===== src/rtl/rcdg_pkg.sv =====
// Shared constants and types of the RGB cross-dissolve and grey blend block.
package rcdg_pkg;

    localparam int CH_W      = 8;   // one color channel
    localparam int PCT_W     = 7;   // blend percent
    localparam int WGT_W     = 8;   // one grey weight
    localparam int WSUM_W    = 10;  // sum of three weights
    localparam int PROD_W    = 15;  // channel times percent, and their sum
    localparam int RECIP_W   = 13;  // reciprocal of 100 in fixed point
    localparam int SCL_W     = PROD_W + RECIP_W;
    localparam int WPROD_W   = CH_W + WGT_W;
    localparam int NUM_W     = WPROD_W + 2;
    localparam int CFG_IDX_W = 3;
    localparam int CFG_DAT_W = 8;

    localparam logic [PCT_W-1:0]   PCT_FULL     = 7'd100;
    localparam logic [PCT_W-1:0]   PCT_FALLBACK = 7'd50;
    localparam logic [CH_W-1:0]    CH_MAX       = 8'd255;
    // floor(v / 100) == (v * 5243) >> 19 for every v below 43690
    localparam logic [RECIP_W-1:0] RECIP_100    = 13'd5243;
    localparam int                 RECIP_SHIFT  = 19;

    typedef enum logic [CFG_IDX_W-1:0] {
        CFG_BLEND_PCT  = 3'd0,
        CFG_COLOR_MODE = 3'd1,
        CFG_RED_WGT    = 3'd2,
        CFG_GREEN_WGT  = 3'd3,
        CFG_BLUE_WGT   = 3'd4
    } t_cfg_idx;

    typedef logic [CH_W-1:0] t_rgb [3];

endpackage


===== src/rtl/rgb_cross_dissolve_grey.sv =====
// Top level: pipelined RGB cross-dissolve with weighted grey output.
//
// Usage
//   Slave stream (i_s_axis_*): one transaction carries a source and a
//   destination pixel. Master stream (o_m_axis_*): one transaction per
//   input pixel pair, in order, carrying the three output channels in
//   tdata and the zero-weight flag in tuser.
//   Config channel (i_cfg_*): always ready; write blend percent, color
//   mode and the three grey weights only while the pipe is empty.
//   The percent is the low 7 data bits; above 100 it is stored as 50.
// Timing
//   Nine register stages; one transaction per cycle sustained while the
//   receiver is ready. The stage chain: three blend stages (multiply,
//   sum, scale), one weight multiply, one sum, and a divider that
//   resolves two quotient bits per stage over four stages.
// Reset and stall
//   Reset clears all stage valid bits and loads the register defaults
//   (percent 50, grey mode, all weights 1). When the receiver stalls,
//   each full stage holds while the one after it holds; empty stages still
//   fill, so the input keeps accepting until the pipe is packed.
module rgb_cross_dissolve_grey (
    input  logic        i_clk,
    input  logic        i_rst_n,
    // tdata: src_red, src_green, src_blue, dst_red, dst_green, dst_blue
    input  logic [47:0] i_s_axis_tdata,
    input  logic        i_s_axis_tvalid,
    output logic        o_s_axis_tready,
    // tdata: out_red, out_green, out_blue
    output logic [23:0] o_m_axis_tdata,
    // tuser: zero_weight_flag
    output logic        o_m_axis_tuser,
    output logic        o_m_axis_tvalid,
    input  logic        i_m_axis_tready,
    input  logic        i_cfg_valid,
    output logic        o_cfg_ready,
    input  logic [2:0]  i_cfg_index,
    input  logic [7:0]  i_cfg_data
);
    import rcdg_pkg::*;

    localparam int NSTG  = 9;
    localparam int NDIV  = 4;  // divider stages, two quotient bits each

    // configuration
    logic [PCT_W-1:0]  r_pct;
    logic [PCT_W-1:0]  r_pct_c;   // 100 - percent
    logic              r_color;
    logic [WGT_W-1:0]  r_wgt [3];
    logic [PCT_W-1:0]  w_pct_new;
    logic [WSUM_W-1:0] w_wsum;

    // pipeline control
    logic [NSTG-1:0] r_vld;
    logic [NSTG-1:0] w_en;

    // pipeline data
    logic [PROD_W-1:0]  r_ps   [3];
    logic [PROD_W-1:0]  r_pd   [3];
    logic [PROD_W-1:0]  r_mix  [3];
    logic [SCL_W-1:0]   r_scl  [3];
    logic [CH_W-1:0]    r_ch4  [3];
    logic [WPROD_W-1:0] r_wp   [3];
    logic [CH_W-1:0]    r_ch5  [3];
    logic [NUM_W-1:0]   r_num;
    logic [NUM_W-1:0]   r_rem  [NDIV];
    logic [CH_W-1:0]    r_quo  [NDIV];
    t_rgb               r_rgb  [NDIV];

    logic [CH_W-1:0]    w_chan [3];
    logic [CH_W-1:0]    w_grey;

    assign o_cfg_ready = 1'b1;
    assign w_pct_new   = (i_cfg_data[PCT_W-1:0] > PCT_FULL) ? PCT_FALLBACK
                                                            : i_cfg_data[PCT_W-1:0];
    assign w_wsum      = WSUM_W'(r_wgt[0]) + WSUM_W'(r_wgt[1]) + WSUM_W'(r_wgt[2]);

    always_ff @(posedge i_clk) begin
        if (!i_rst_n) begin
            r_pct   <= PCT_FALLBACK;
            r_pct_c <= PCT_FULL - PCT_FALLBACK;
            r_color <= 1'b0;
            r_wgt[0] <= WGT_W'(1);
            r_wgt[1] <= WGT_W'(1);
            r_wgt[2] <= WGT_W'(1);
        end else if (i_cfg_valid) begin
            case (t_cfg_idx'(i_cfg_index))
                CFG_BLEND_PCT: begin
                    r_pct   <= w_pct_new;
                    r_pct_c <= PCT_FULL - w_pct_new;
                end
                CFG_COLOR_MODE: r_color  <= i_cfg_data[0];
                CFG_RED_WGT:    r_wgt[0] <= i_cfg_data;
                CFG_GREEN_WGT:  r_wgt[1] <= i_cfg_data;
                CFG_BLUE_WGT:   r_wgt[2] <= i_cfg_data;
                default: ;
            endcase
        end
    end

    // A stage advances when it is empty or the stage after it advances.
    always_comb begin
        w_en[NSTG-1] = !r_vld[NSTG-1] || i_m_axis_tready;
        for (int k = NSTG - 2; k >= 0; k--) begin
            w_en[k] = !r_vld[k] || w_en[k+1];
        end
    end

    assign o_s_axis_tready = w_en[0];

    always_ff @(posedge i_clk) begin
        if (!i_rst_n) begin
            r_vld <= '0;
        end else begin
            for (int k = 0; k < NSTG; k++) begin
                if (w_en[k]) begin
                    r_vld[k] <= (k == 0) ? i_s_axis_tvalid : r_vld[(k == 0) ? 0 : k - 1];
                end
            end
        end
    end

    // clamp of the scaled channel, ahead of the weight multiply
    always_comb begin
        for (int c = 0; c < 3; c++) begin
            w_chan[c] = (r_scl[c][SCL_W-1:RECIP_SHIFT] > (SCL_W - RECIP_SHIFT)'(CH_MAX))
                        ? CH_MAX : r_scl[c][RECIP_SHIFT+CH_W-1:RECIP_SHIFT];
        end
    end

    // blend, scale and weight stages
    always_ff @(posedge i_clk) begin
        for (int c = 0; c < 3; c++) begin
            if (w_en[0]) begin
                r_ps[c] <= PROD_W'(i_s_axis_tdata[c*CH_W +: CH_W]) * PROD_W'(r_pct_c);
                r_pd[c] <= PROD_W'(i_s_axis_tdata[(c+3)*CH_W +: CH_W]) * PROD_W'(r_pct);
            end
            if (w_en[1]) begin
                r_mix[c] <= r_ps[c] + r_pd[c];
            end
            if (w_en[2]) begin
                r_scl[c] <= SCL_W'(r_mix[c]) * SCL_W'(RECIP_100);
            end
            if (w_en[3]) begin
                r_ch4[c] <= w_chan[c];
                r_wp[c]  <= WPROD_W'(w_chan[c]) * WPROD_W'(r_wgt[c]);
            end
            if (w_en[4]) begin
                r_ch5[c] <= r_ch4[c];
            end
        end
        if (w_en[4]) begin
            r_num <= NUM_W'(r_wp[0]) + NUM_W'(r_wp[1]) + NUM_W'(r_wp[2]);
        end
    end

    // One restoring division step: subtract the shifted divisor if it fits.
    function automatic logic [NUM_W:0] div_step(input logic [NUM_W-1:0] rem,
                                                input logic [WSUM_W-1:0] dvs,
                                                input int sh);
        logic [NUM_W-1:0] d_sh;
        d_sh = NUM_W'(dvs) << sh;
        if (rem >= d_sh) begin
            return {1'b1, rem - d_sh};
        end
        return {1'b0, rem};
    endfunction

    // divider: stage k resolves quotient bits 7-2k and 6-2k
    always_ff @(posedge i_clk) begin
        logic [NUM_W:0]   s_hi;
        logic [NUM_W:0]   s_lo;
        logic [NUM_W-1:0] rem_in;
        logic [CH_W-1:0]  quo_in;
        for (int k = 0; k < NDIV; k++) begin
            rem_in = (k == 0) ? r_num : r_rem[(k == 0) ? 0 : k - 1];
            quo_in = (k == 0) ? '0    : r_quo[(k == 0) ? 0 : k - 1];
            s_hi   = div_step(rem_in, w_wsum, CH_W - 1 - 2 * k);
            s_lo   = div_step(s_hi[NUM_W-1:0], w_wsum, CH_W - 2 - 2 * k);
            if (w_en[5+k]) begin
                r_rem[k] <= s_lo[NUM_W-1:0];
                r_quo[k] <= quo_in | (CH_W'({s_hi[NUM_W], s_lo[NUM_W]})
                                      << (CH_W - 2 - 2 * k));
                r_rgb[k] <= (k == 0) ? r_ch5 : r_rgb[(k == 0) ? 0 : k - 1];
            end
        end
    end

    // zero weight sum: force grey to zero and, in grey mode, raise the flag
    assign w_grey = (w_wsum == '0) ? '0 : r_quo[NDIV-1];

    assign o_m_axis_tvalid = r_vld[NSTG-1];
    assign o_m_axis_tdata  = r_color ? {r_rgb[NDIV-1][2], r_rgb[NDIV-1][1], r_rgb[NDIV-1][0]}
                                     : {w_grey, w_grey, w_grey};
    assign o_m_axis_tuser  = !r_color && (w_wsum == '0);

endmodule

===== config.mk =====
export PLATFORM = sky130hd
export DESIGN_NAME = rgb_cross_dissolve_grey
export DESIGN_NICKNAME = d
export VERILOG_FILES = /design/src/rtl/rcdg_pkg.sv /design/src/rtl/rgb_cross_dissolve_grey.sv
export SDC_FILE = /design/constraint.sdc
export NUM_CORES = 2
export LEC_CHECK = 0
export BUFFER_PORTS_ARGS = -buffer_cell sky130_fd_sc_hd__buf_2
export CAP_MARGIN = 20
export CELL_PAD_IN_SITES_DETAIL_PLACEMENT = 1
export CELL_PAD_IN_SITES_GLOBAL_PLACEMENT = 1
export CORE_UTILIZATION = 50
export CTS_CLUSTER_DIAMETER = 30
export DETAILED_ROUTE_END_ITERATION = 7
export PLACE_DENSITY = 0.82
export SKIP_CTS_REPAIR_TIMING = 1
export SYNTH_ARGS = -nofsm -noshare
export SYNTH_HDL_FRONTEND = slang
export SYNTH_SLANG_ARGS = --single-unit

===== constraint.sdc =====
create_clock -name i_clk -period 14.3 [get_ports i_clk]
set_input_delay 0 -clock i_clk [delete_from_list [all_inputs] [get_ports i_clk]]
set_output_delay 0 -clock i_clk [all_outputs]
set_load 0.01 [all_outputs]

==> impl_metrics.py <==
metrics = {
    "logic_synthesis": {
        "synth.most_common_cell": "inv_1",
        "synth_cells": 4760,
        "ys_types": 89,
        "syn_nets": 6086,
        "synth_ff_type": "edfxtp_1",
        "ys_seq_area_frac": 0.292,
        "yosysTopAreaCellShare": 0.283,
        "yosys-top-cells-area": "edfxtp_1, fa_1, ha_1, inv_1, nand2_1",
        "synth_top_area_cell": "edfxtp_1",
        "ys_ff_latch": 493,
        "synthTopCellsByCount": "inv_1, ha_1, fa_1, nand2_1, edfxtp_1",
        "syn_area_um2": 49900,
        "synth_warnings": 0,
        "synth_edf_count": 470,
        "async_flop_share": 0,
        "syn_area_per_cell_um2": 10.5,
    },
    "setup_path": {
        "cp-start-kind": "flop",
        "reg2reg_depth": 30,
        "slowest_stage": "nor3_4",
        "path_common_cell": "inv_1",
        "crit_type": "flop to flop",
        "crit-reg2reg-launch": "r_wgt[0][2]",
        "crit_required_ps": 14730,
        "rr_endpoint": "r_rem[1][6]",
        "end_kind": "flop",
        "cp_data_arrival_time_ps": 9150,
        "crit_path_start": "r_wgt[0][2]",
        "cp_slowest_stage_delay_ps": 680,
        "setup.worst_path.end": "r_rem[1][6]",
        "cp_max_fo": 18,
        "r2r_setup_slack_ps": 5580,
    },
    "detailed_routing": {
        "drtPass1Iterations": 6,
        "vias_per_cell": 5.60,
        "wl_per_cell_um": 22.3,
        "drt_iter0_markers": 2132,
        "routed_wl_mm": 142,
        "drc": 0,
        "antenna_left": 0,
        "num_vias": 35500,
    },
    "floorplan": {
        "die_w_um": 318,
        "core_um2": 98600,
        "die_area_um2": 101000,
        "pin_count": 92,
        "initial_utilization": 0.506,
        "rows": 115,
        "die_h_um": 318,
    },
    "grt": {
        "grt_overflow": 0,
        "antenna_found_initial": 8,
        "grt_pass1_wl_mm": 222,
        "first_global_vias": 40600,
        "grtUsageTotal": 0.281,
        "grt_max_degree": 73,
    },
    "worst_hold_path": {
        "worstHoldPathType": "input pin to flop",
        "whs_path_depth": 4,
    },
    "sta": {
        "fmax_mhz": 115,
        "rsz0062_at_grt": "no",
        "finalHoldViolCount": 0,
        "finClkSkew_ps": 90.2,
        "finalCriticalPeriod_ps": 8720,
        "finalCritPeriodShare": 0.610,
        "tightest_slew_ps": 1140,
        "fin_tns_setup_ps": 0,
        "slew_viol_final": 0,
        "setup_viol": 0,
        "max_slew_margin": 0.239,
    },
    "clock_network": {
        "htreeDepth": 3,
        "clock-sinks": 493,
        "cts_made_buffers": 116,
        "cts_tree": "built",
        "root_buffer": "clkbuf_16",
        "clk_latency_ps": 750,
        "path_clk_slew_ps": 50,
        "clockBufferDepth": 3,
    },
    "finish": {
        "multiInputGateArea_um2": 31700,
        "seqCellArea_um2": 14600,
        "finalInstanceArea_um2": 56500,
        "finalNetCount": 6282,
        "area_delta_synth_final_pct": 13.2,
        "drive_gt1_frac": 0.0743,
        "fillers": 10500,
    },
    "place": {
        "post-dp-hpwl_mm": 105,
        "portBuffers": 90,
        "gp_congestion": 0.913,
        "placed_cell_area_um2": 51900,
    },
    "outcome": {
        "status": "finished clean",
    },
    "flow_run": {
        "maxCapViolCount": 0,
    },
}
==> state kept, by name (all words and copies together), names as in the netlist <==
signal / count
r_wgt: 24
r_num: 18
r_scl: 27
r_rem: 54
r_pct: 7
r_wp: 48
r_ch5: 24
r_pct_c: 6
r_rgb: 96
r_color: 1
r_pd: 45
r_mix: 45
r_ps: 45
r_ch4: 24
r_vld: 9
r_quo: 20
==> layout by cell type, fill, tap and decap left out, drive strengths merged, types with 8 or more instances in the layout <==
cell and instances:
nand2b 24, a21oi 190, nand3 33, nor4 9, bufinv 20, nand2 482, nor2 180, a211oi 20
xor2 68, nand4 16, a21boi 20, ha 737, or3 13, nor2b 76, clkinv 51, clkbuf 136
mux2i 10, o31ai 8, nor3 34, clkinvlp 10, dlygate4sd3 36, and3 17, mux2 15, inv 905
dfxtp 23, xnor2 183, o21a 34, a21o 45, o21bai 42, edfxtp 470, a31oi 12, fa 525
o211ai 12, or2 20, buf 117, and2 217, o21ai 139
==> final cells by class <==
class	instances	area share
Tap cell	1287	0.0285
Clock buffer	136	0.0536
Multi-Input combinational cell	3290	0.560
Timing Repair Buffer	153	0.0196
Inverter	902	0.0599
Antenna cell	3	0.000133
Sequential cell	493	0.258
Clock inverter	84	0.0198
==> through the flow <==
| step | setup slack (ps) | hold slack, ps | std cells | util |
|---|---|---|---|---|
| final | 5580 | 23.3 | 6348 | 0.573 |
| after global placement | 6060 | 271 | 6084 | 0.526 |
| after detailed placement | 5740 | 265 | 6085 | 0.526 |
| after CTS | 5610 | -535 | 6305 | 0.568 |
| after floorplan | 7020 | 124 | 4760 | - |
| after global routing | 5060 | 15.5 | 6347 | 0.573 |
==> layer usage <==
metal	routed length, µm	track usage
met1	55300	0.323
met4	4960	0.105
met2	75000	0.521
met5	42	0
met3	6300	0.0431
==> worst min-delay path by stage <==
stage / from / to
2_1_floorplan: i_cfg_data[5] / r_pct[5]
3_3_place_gp: i_s_axis_tvalid / r_vld[0]
3_5_place_dp: i_s_axis_tvalid / r_vld[0]
4_1_cts: i_s_axis_tvalid / r_vld[0]
5_1_grt: i_s_axis_tdata[9] / r_ps[0][16]
6_report: i_s_axis_tdata[2] / r_ps[0][2]
==> cells by family (layout without fill, tap and decap cells) <==
family,count (synthesis),after routing,synth area share
adder cells (fa/ha/maj),1267,1267,0.396
AND/OR/NAND/NOR,1148,1148,0.111
flip-flops,493,493,0.292
XOR/XNOR,253,253,0.0450
buffers and inverters,977,1275,0.0742
AO/OA/AOI/OAI,596,596,0.0758
multiplexers,25,25,0.00554
other,1,4,0.0000752
==> critical path, delay by kind of cell (launching register included) <==
kind                       cells  cell delay [ps]
adders and majority gates      4             1750
muxes                          1              420
xor gates and xnor gates       1              240
DFF                            1              480
buffers and inverters          4              890
AOI/OAI and AO/OA             11             2450
and+or+nand+nor                9             2170
Power is not shown: default switching activity piles up to over one toggle a cycle in this logic, so the estimate is an artifact.
